**config.mk**
```make
export PLATFORM = sky130hd
export DESIGN_NAME = move_to_back_order_list
export DESIGN_NICKNAME = d
export VERILOG_FILES = /design/src/mtbol_pkg.sv /design/src/mtbol_ctrl.sv /design/src/mtbol_dp.sv /design/src/move_to_back_order_list.sv
export VERILOG_INCLUDE_DIRS = /design/src /design/src/src
export SDC_FILE = /design/constraint.sdc
export NUM_CORES = 1
export LEC_CHECK = 0
export BUFFER_PORTS_ARGS = -buffer_cell sky130_fd_sc_hd__buf_4
export CELL_PAD_IN_SITES_DETAIL_PLACEMENT = 1
export CELL_PAD_IN_SITES_GLOBAL_PLACEMENT = 1
export CORE_MARGIN = 8
export CORE_UTILIZATION = 30
export DETAILED_ROUTE_END_ITERATION = 10
export PLACE_DENSITY_LB_ADDON = 0.15
export SYNTH_ARGS = -nofsm -noshare
export SYNTH_HDL_FRONTEND = slang
export SYNTH_HIERARCHICAL = 1
export SYNTH_SLANG_ARGS = --single-unit
export TNS_END_PERCENT = 20
```
**constraint.sdc**
```tcl
create_clock -name clk -period 4.6 [get_ports clk]
set_clock_uncertainty 0.15 [all_clocks]
set_input_delay 0.23 -clock clk [delete_from_list [all_inputs] [get_ports clk]]
set_output_delay 0.23 -clock clk [all_outputs]
set_load 0.05 [all_outputs]
```
**src/move_to_back_order_list_assert.svh**
```systemverilog
// Assertion helpers for the order list block
`ifndef MOVE_TO_BACK_ORDER_LIST_ASSERT_SVH
`define MOVE_TO_BACK_ORDER_LIST_ASSERT_SVH

// same-cycle implication
`define MTBOL_ASSERT_IMP(lbl, ck, rs, ante, cons, msg) \
  lbl: assert property (@(posedge ck) disable iff (rs) (ante) |-> (cons)) \
    else $error(msg);

// next-cycle implication
`define MTBOL_ASSERT_NXT(lbl, ck, rs, ante, cons, msg) \
  lbl: assert property (@(posedge ck) disable iff (rs) (ante) |=> (cons)) \
    else $error(msg);

`endif

```
**src/mtbol_pkg.sv**
```systemverilog
`default_nettype none
package mtbol_pkg;

  localparam int MODE_W  = 2;
  localparam int ENTRY_W = 4;
  localparam int COUNT_W = 5;
  localparam int OUT_W   = 4;

  localparam logic [MODE_W-1:0] MODE_LOAD = 2'd0;
  localparam logic [MODE_W-1:0] MODE_MOVE = 2'd1;
  localparam logic [MODE_W-1:0] MODE_DUMP = 2'd2;

  localparam logic [COUNT_W-1:0] COUNT_RESET = 5'd16;

  typedef struct packed {
    logic capture;
    logic load;
    logic move_rank;
    logic move_update;
    logic dump_step;
  } cmd_t;

  typedef struct packed {
    logic dump_final;
  } sts_t;

endpackage
`default_nettype wire

```
**src/mtbol_ctrl.sv**
```systemverilog
`default_nettype none
module mtbol_ctrl
  import mtbol_pkg::*;
(
  input  wire logic              clk,
  input  wire logic              rst,
  input  wire logic              in_valid,
  input  wire logic [MODE_W-1:0] in_mode,
  input  wire sts_t              sts,
  output logic                   in_ready,
  output cmd_t                   cmd
);

  typedef enum logic [1:0] {
    ST_IDLE,
    ST_MOVE_RD,
    ST_MOVE_WR,
    ST_DUMP
  } state_t;

  state_t state;
  state_t state_next;
  logic   accept;

  assign in_ready = (state == ST_IDLE);
  assign accept   = in_valid && in_ready;

  always_comb begin
    state_next = state;
    cmd        = '0;
    cmd.capture = accept;
    case (state)
      ST_IDLE: begin
        if (accept) begin
          case (in_mode)
            MODE_LOAD: cmd.load = 1'b1;
            MODE_MOVE: state_next = ST_MOVE_RD;
            MODE_DUMP: state_next = ST_DUMP;
            default:   state_next = ST_IDLE;
          endcase
        end
      end
      ST_MOVE_RD: begin
        cmd.move_rank = 1'b1;
        state_next    = ST_MOVE_WR;
      end
      ST_MOVE_WR: begin
        cmd.move_update = 1'b1;
        state_next      = ST_IDLE;
      end
      ST_DUMP: begin
        cmd.dump_step = 1'b1;
        if (sts.dump_final) begin
          state_next = ST_IDLE;
        end
      end
      default: state_next = ST_IDLE;
    endcase
  end

  always_ff @(posedge clk) begin
    if (rst) begin
      state <= ST_IDLE;
    end else begin
      state <= state_next;
    end
  end

endmodule
`default_nettype wire

```
**src/mtbol_dp.sv**
```systemverilog
`default_nettype none
module mtbol_dp
  import mtbol_pkg::*;
#(
  parameter int MAX_ENTRIES = 16
) (
  input  wire logic               clk,
  input  wire logic               rst,
  input  wire cmd_t               cmd,
  input  wire logic [ENTRY_W-1:0] entry_in,
  input  wire logic [COUNT_W-1:0] active_count,
  input  wire logic               out_ready,
  output sts_t                    sts,
  output logic                    out_valid,
  output logic [OUT_W-1:0]        out_value,
  output logic                    out_last
);

  localparam int IW = (MAX_ENTRIES > 1) ? $clog2(MAX_ENTRIES) : 1;
  localparam int RW = IW;
  localparam int PW = IW + OUT_W;

  logic [RW-1:0]          rank [MAX_ENTRIES];
  logic [COUNT_W-1:0]     load_pos;
  logic [ENTRY_W-1:0]     v_reg;
  logic [RW-1:0]          r_reg;
  logic [RW-1:0]          scan_rank;
  logic [COUNT_W-1:0]     emit_cnt;
  logic [MAX_ENTRIES-1:0] emitted;

  logic [COUNT_W-1:0]     n;
  logic [MAX_ENTRIES-1:0] active;
  logic [MAX_ENTRIES-1:0] hit_in;
  logic [MAX_ENTRIES-1:0] hit_v;
  logic [MAX_ENTRIES-1:0] match;
  logic [RW-1:0]          r_sel;
  logic [IW-1:0]          pick;
  logic [PW-1:0]          pick_wide;
  logic                   hit_any;
  logic                   slot_free;
  logic                   load_ok;
  logic                   move_ok;

  // effective count, clamped to 1..MAX_ENTRIES
  always_comb begin
    n = active_count;
    if (active_count == '0) begin
      n = COUNT_W'(1);
    end else if (int'(active_count) > MAX_ENTRIES) begin
      n = COUNT_W'(MAX_ENTRIES);
    end
  end

  always_comb begin
    for (int e = 0; e < MAX_ENTRIES; e++) begin
      active[e] = (e < int'(n));
      hit_in[e] = (int'(entry_in) == e);
      hit_v[e]  = (int'(v_reg) == e);
      match[e]  = active[e] && !emitted[e] && (rank[e] == scan_rank);
    end
  end

  always_comb begin
    r_sel = '0;
    for (int e = 0; e < MAX_ENTRIES; e++) begin
      if (hit_v[e]) begin
        r_sel = rank[e];
      end
    end
  end

  // lowest entry index among those holding the scanned rank
  always_comb begin
    pick = '0;
    for (int e = MAX_ENTRIES - 1; e >= 0; e--) begin
      if (match[e]) begin
        pick = IW'(e);
      end
    end
  end

  assign pick_wide = PW'(pick);
  assign hit_any   = |match;
  assign slot_free = !out_valid || out_ready;
  assign load_ok   = (load_pos < n) && ({1'b0, entry_in} < n);
  assign move_ok   = ({1'b0, v_reg} < n);

  assign sts.dump_final = slot_free && hit_any && (emit_cnt == n - COUNT_W'(1));

  always_ff @(posedge clk) begin
    if (rst) begin
      for (int e = 0; e < MAX_ENTRIES; e++) begin
        rank[e] <= RW'(e);
      end
      load_pos  <= '0;
      scan_rank <= '0;
      emit_cnt  <= '0;
      emitted   <= '0;
      out_valid <= 1'b0;
    end else begin
      if (cmd.capture) begin
        v_reg     <= entry_in;
        scan_rank <= '0;
        emit_cnt  <= '0;
        emitted   <= '0;
      end

      if (cmd.load && load_ok) begin
        for (int e = 0; e < MAX_ENTRIES; e++) begin
          if (hit_in[e]) begin
            rank[e] <= RW'(load_pos);
          end
        end
        load_pos <= load_pos + COUNT_W'(1);
      end

      if (cmd.move_rank) begin
        r_reg <= r_sel;
      end

      if (cmd.move_update && move_ok) begin
        for (int e = 0; e < MAX_ENTRIES; e++) begin
          if (active[e]) begin
            if (hit_v[e]) begin
              rank[e] <= RW'(n - COUNT_W'(1));
            end else if (rank[e] > r_reg) begin
              rank[e] <= rank[e] - RW'(1);
            end
          end
        end
      end

      if (cmd.dump_step && slot_free && hit_any) begin
        out_valid <= 1'b1;
      end else if (out_ready) begin
        out_valid <= 1'b0;
      end

      if (cmd.dump_step && slot_free) begin
        if (hit_any) begin
          for (int e = 0; e < MAX_ENTRIES; e++) begin
            if (int'(pick) == e) begin
              emitted[e] <= 1'b1;
            end
          end
          emit_cnt  <= emit_cnt + COUNT_W'(1);
          out_value <= pick_wide[OUT_W-1:0];
          out_last  <= (emit_cnt == n - COUNT_W'(1));
        end else begin
          scan_rank <= scan_rank + RW'(1);
        end
      end
    end
  end

endmodule
`default_nettype wire

```
**src/move_to_back_order_list.sv**
```systemverilog
`default_nettype none
// Move-to-back order list. Each entry holds a rank; reading entries by rising
// rank (ties to the lower index) gives the order from front to back. A load
// (tuser 0) gives an entry the next rank. A move (tuser 1) sends an entry to
// the back by an accept, a rank read, then one parallel update of all rank
// cells. A dump (tuser 2) emits the n active entries, one per cycle unless
// m_axis_tready stalls it, tlast on the final one; the rank scan also pauses
// on each rank value left unused below the highest rank while stepping. An
// output register lets the next item be accepted while the final dump item
// still waits. The count register (reset 16, its value clamped to
// 1..MAX_ENTRIES when used) is written through cfg_* and is always ready;
// write it only while the block is idle.
module move_to_back_order_list
  import mtbol_pkg::*;
#(
  parameter int MAX_ENTRIES = 16
) (
  input  wire logic       clk,
  input  wire logic       rst,
  input  wire logic       s_axis_tvalid,
  output logic            s_axis_tready,
  input  wire logic [7:0] s_axis_tdata,   // [3:0] entry_value
  input  wire logic [1:0] s_axis_tuser,   // [1:0] mode
  output logic            m_axis_tvalid,
  input  wire logic       m_axis_tready,
  output logic [7:0]      m_axis_tdata,   // [3:0] out_value
  output logic            m_axis_tlast,
  input  wire logic       cfg_valid,
  output logic            cfg_ready,
  input  wire logic [4:0] cfg_data        // [4:0] active_count
);

  logic [COUNT_W-1:0] active_count;
  logic [OUT_W-1:0]   out_value;
  cmd_t               cmd;
  sts_t               sts;

  assign cfg_ready = 1'b1;

  always_ff @(posedge clk) begin
    if (rst) begin
      active_count <= COUNT_RESET;
    end else if (cfg_valid && cfg_ready) begin
      active_count <= cfg_data;
    end
  end

  mtbol_ctrl u_ctrl (
    .clk      (clk),
    .rst      (rst),
    .in_valid (s_axis_tvalid),
    .in_mode  (s_axis_tuser),
    .sts      (sts),
    .in_ready (s_axis_tready),
    .cmd      (cmd)
  );

  mtbol_dp #(
    .MAX_ENTRIES (MAX_ENTRIES)
  ) u_dp (
    .clk          (clk),
    .rst          (rst),
    .cmd          (cmd),
    .entry_in     (s_axis_tdata[ENTRY_W-1:0]),
    .active_count (active_count),
    .out_ready    (m_axis_tready),
    .sts          (sts),
    .out_valid    (m_axis_tvalid),
    .out_value    (out_value),
    .out_last     (m_axis_tlast)
  );

  assign m_axis_tdata = {4'b0000, out_value};

`include "move_to_back_order_list_assert.svh"

  `MTBOL_ASSERT_NXT(a_move_seq, clk, rst, cmd.move_rank, cmd.move_update, "move skipped update")
  `MTBOL_ASSERT_IMP(a_one_cmd, clk, rst, 1'b1,
    $onehot0({cmd.load, cmd.move_rank, cmd.move_update, cmd.dump_step}), "command overlap")
  `MTBOL_ASSERT_NXT(a_dump_end, clk, rst, cmd.dump_step && sts.dump_final,
    s_axis_tready && m_axis_tvalid && m_axis_tlast, "dump end not marked")

endmodule
`default_nettype wire

```
==> summary by stage <==
Worst setup path
The critical path launch point type is a register. STA puts the critical path data required time at 4.51 ns. On the critical path the largest part of the delay comes from simple AND/OR/NAND/NOR gates. STA classifies the critical path endpoint as a register.

The critical path buffer and inverter count is 1. The number of cells on the worst reg-to-reg path is 10. The arrival time reported for the critical path endpoint is 3.73 ns. The worst register-to-register path begins at active_count[4]. The cell with the most instances on the worst path is sky130_fd_sc_hd__nand2_1. Of all nets on the critical path, the largest fanout is 14. The kind of critical path is register to register. The signal on the critical path passes through inv_2 > nand2_1 > ha_1 > o21a_1 > o211a_1 > a21oi_1 > nand2_1 > or4_1 > and2_1 > o311ai_0. The worst-case register-to-register setup slack is 0.78 ns. The slowest cell on the critical path is sky130_fd_sc_hd__or4_1.

In this run the critical register-to-register path is captured at u_dp/rank[0][11]. The path length in cells of the critical path is 10. In this design, the stage delay of the slowest critical-path cell is 0.68 ns.

Timing
The worst path needs 3.82 ns of the cycle, external delays included. The maximum achievable frequency is 262 MHz. The slew at the pin closest to its max-slew limit is 1.16 ns. The final cycle utilization of the critical path is 0.831. Hold is met by 0.121 ns. The final hold violation count is 0. Setup repair after global routing left no endpoint under its margin. The total setup violations reported at the end of the flow is 0.

The count of pins over their slew limit is 0. Adding up every negative setup slack in the final design gives 0 ns. Measured against its own limit, the worst slew margin works out to 0.225.

Place
The count of buffers added on input and output ports is 22. At the end of routability-driven placement, the weighted congestion stood at 0.842. Summed over all nets, the half-perimeter wirelength after detailed placement is 31.6 mm.

The cell area after placement is 11,000 µm².

Die
The die height is 201 µm. The area inside the core boundary is 33,500 µm². Row generation in the floorplan step produced 67 rows. The initial utilization of the core area, before any placement, comes to 0.305. The x dimension of the die is 201 µm. The floorplan die area is 40,200 µm².

In this run the count of I/O pins placed on the die edge is 32.

Finish
The share of the core filled with cells is 0.352. The number of antenna diodes in the final layout is 0. The leading cell type in the layout, fill and taps excluded is sky130_fd_sc_hd__ha_1.

The growth of design area from synthesis to finish is 15.4%. The layout net count is 1,297. Counting flops per register, the top entry is u_dp/rank. The flip-flop count of the largest register, all copies and words added is 64. The largest registers in the layout are u_dp/rank x64, u_dp/emitted x16. Of the cells placed in the final design, the portion with a size suffix greater than 1 is 0.108.

The top cell types in the final layout, fill and taps aside, are sky130_fd_sc_hd__ha_1, sky130_fd_sc_hd__nand2_1, sky130_fd_sc_hd__edfxtp_1. Once layout is done, the placed cells without fillers occupy 11,800 µm².

CTS
After clock tree synthesis, the clock-pin slew on the worst setup and hold paths is 0.06 ns. The total setup buffers inserted after CTS is 0. CTS saw 115 sinks. The number of buffers between clock root and the deepest sink is 2. TritonCTS built the clock tree.

Counting the buffers created by CTS gives 17. The tree is rooted in a sky130_fd_sc_hd__clkbuf_16. The clock tree synthesis step divided the H-tree into 4 levels. For the worst-skew pair, the clock arrives at the later sink with an insertion delay of 0.44 ns. Buffers inserted to repair hold after CTS numbered 16. The number of instances resized during post-cts repair is 0.

Synth
The primary flip-flop cell chosen by synthesis mapping is sky130_fd_sc_hd__edfxtp_1. Of the synthesized area, sequential elements account for 0.301. Averaged over all synthesized cells, the footprint is 8.96 µm². The synthesized netlist occupies a cell area of 10,200 µm². The count of distinct cell types in the synthesized netlist is 83.

The number of warning messages in the yosys log is 6. The fraction of registers with async set/reset is 0. The number of synthesized flops with an enable pin is 77. The cell count after synthesis came out at 1,141. In this run, synthesis produced a sequential element count of 115.

Detailed routing
Summed over all layers, the routed wires come to 43.3 mm. The initial DRC count is 665. Dividing the detail-routed via count by the number of cells gives 5.78. The vias after detailed routing is 9,487. The number of detailed-route iterations in the first pass is 5. The average routed wire per standard cell is 26.4 µm. In this run the remaining antenna-violating nets after routing total 0. The final routed DRC violation total is 0.

Hold path
The worst hold path begins at s_axis_tuser[1]. Along the worst hold path, the cell count comes to 4. The kind of path behind the tightest hold check is primary input to register. The path with the worst hold slack has its endpoint at u_ctrl/state[1].

Global routing
The number of global-route vias before repair was 9,771. The number of antenna violations at the first check in global routing was 0. The pin count of the biggest net entering global routing is 49.

The met1 track demand over resource is 0.283. The met3 capacity usage during global routing is 0.0379. In the global route stage, met2 resource usage came out at 0.345. The first global-routing pass estimated 64.9 mm of wire. The layer flagged by global routing as most heavily used is met2.

For this run, the total global-route usage over all layers was measured as 0.213. The aggregate global routing overflow is 0.

Job
The count of max-cap constraint violations is 0.

Power and ir drop
The design draws 3.26 mW. The worst-case vdd ir drop is 272 µV. Summed over all cells, the static leakage comes to 4.73 nW. The ratio of total power to cell area is 276 nW/µm².

Run status
The flow ran to the end, and the final reports show no timing, DRC or antenna violations.
-- synth_stat cells, types with 10 or more instances --
cell                        count  share of area
sky130_fd_sc_hd__o2111ai_1     11         0.0094
sky130_fd_sc_hd__clkbuf_1      37          0.014
sky130_fd_sc_hd__ha_1          97           0.12
sky130_fd_sc_hd__o21ai_0       41          0.020
sky130_fd_sc_hd__and2_1        10         0.0061
sky130_fd_sc_hd__nand4_1       24          0.015
sky130_fd_sc_hd__and3_1        11         0.0067
sky130_fd_sc_hd__o211ai_1      21          0.015
sky130_fd_sc_hd__nor2_1        72          0.026
sky130_fd_sc_hd__dfxtp_1       38          0.074
sky130_fd_sc_hd__nand2b_1      17          0.010
sky130_fd_sc_hd__or4_1         10         0.0073
sky130_fd_sc_hd__edfxtp_1      77           0.23
sky130_fd_sc_hd__nand3_1       29          0.014
sky130_fd_sc_hd__o22ai_1       30          0.018
sky130_fd_sc_hd__o21ai_1       12         0.0059
sky130_fd_sc_hd__nor3_1        38          0.019
sky130_fd_sc_hd__o21a_1        25          0.018
sky130_fd_sc_hd__a21oi_1       39          0.019
sky130_fd_sc_hd__mux2i_1       25          0.024
sky130_fd_sc_hd__xor2_1        51          0.044
sky130_fd_sc_hd__xnor2_1       53          0.045
sky130_fd_sc_hd__a21o_1        14          0.010
sky130_fd_sc_hd__a211o_1       11         0.0094
sky130_fd_sc_hd__nor2b_1       24          0.015
sky130_fd_sc_hd__buf_2         13         0.0064
sky130_fd_sc_hd__nand2_1       86          0.032
sky130_fd_sc_hd__inv_1         60          0.022
-- metrics by stage --
stage | setup WS [ns] | instances
6_report | 0.777 | 1641
5_1_grt | 0.509 | 1641
4_1_cts | 0.750 | 1641
3_5_place_dp | 0.759 | 1593
3_3_place_gp | 0.780 | 1593
2_1_floorplan | 1.09 | 1144
-- worst reg2reg max path, stage by stage, from the launching register on --
cell                       delay (ns)
sky130_fd_sc_hd__dfxtp_1         0.32
sky130_fd_sc_hd__inv_2           0.24
sky130_fd_sc_hd__nand2_1         0.25
sky130_fd_sc_hd__ha_1            0.33
sky130_fd_sc_hd__o21a_1          0.17
sky130_fd_sc_hd__o211a_1         0.23
sky130_fd_sc_hd__a21oi_1         0.26
sky130_fd_sc_hd__nand2_1         0.25
sky130_fd_sc_hd__or4_1           0.68
sky130_fd_sc_hd__and2_1          0.26
sky130_fd_sc_hd__o311ai_0        0.30
-- metal layers --
metal | routed length [µm] | share of wire
met3 | 2280 | 0.053
met1 | 19700 | 0.46
met5 | 0 | 0
met2 | 20200 | 0.47
met4 | 1110 | 0.026
-- final cells by class --
cell class | count | area [µm²]
fill | 3931 | 21700
inverter | 65 | 244
clock buffer | 23 | 543
tap | 448 | 561
sequential | 115 | 3070
multi-input combinational | 901 | 6620
timing repair buffer | 80 | 641
clock inverter | 9 | 110
-- kinds of logic (layout without fill, tap and decap cells) --
logic type,Yosys count,count (layout),share of synthesized area
flops,115,115,0.301
other cells,2,5,0.000735
mux,38,38,0.0487
buf+inv,128,177,0.0530
simple gates,358,358,0.181
fa+ha+maj,97,97,0.119
compound gates,299,299,0.208
xor+xnor,104,104,0.0891
-- where the power goes --
group | internal (mW) | switching, mW
clock network | 0.942 | 0.541
registers | 1.14 | 0.0588
logic | 0.205 | 0.369
total | 2.29 | 0.969
-- worst max path at each step --
| stage | startpoint | to | slack (ns) |
|---|---|---|---|
| 4_1_cts | active_count[4] | u_dp/rank[1][21] | 0.75 |
| 2_1_floorplan | active_count[4] | u_dp/rank[0][10] | 1.09 |
| 3_5_place_dp | active_count[4] | u_dp/rank[1][21] | 0.76 |
| 5_1_grt | active_count[4] | u_dp/rank[1][23] | 0.51 |
| 6_report | active_count[4] | u_dp/rank[0][11] | 0.78 |
| 3_3_place_gp | active_count[4] | u_dp/rank[1][23] | 0.78 |
Note: power is estimated with default switching activity, not from simulation.
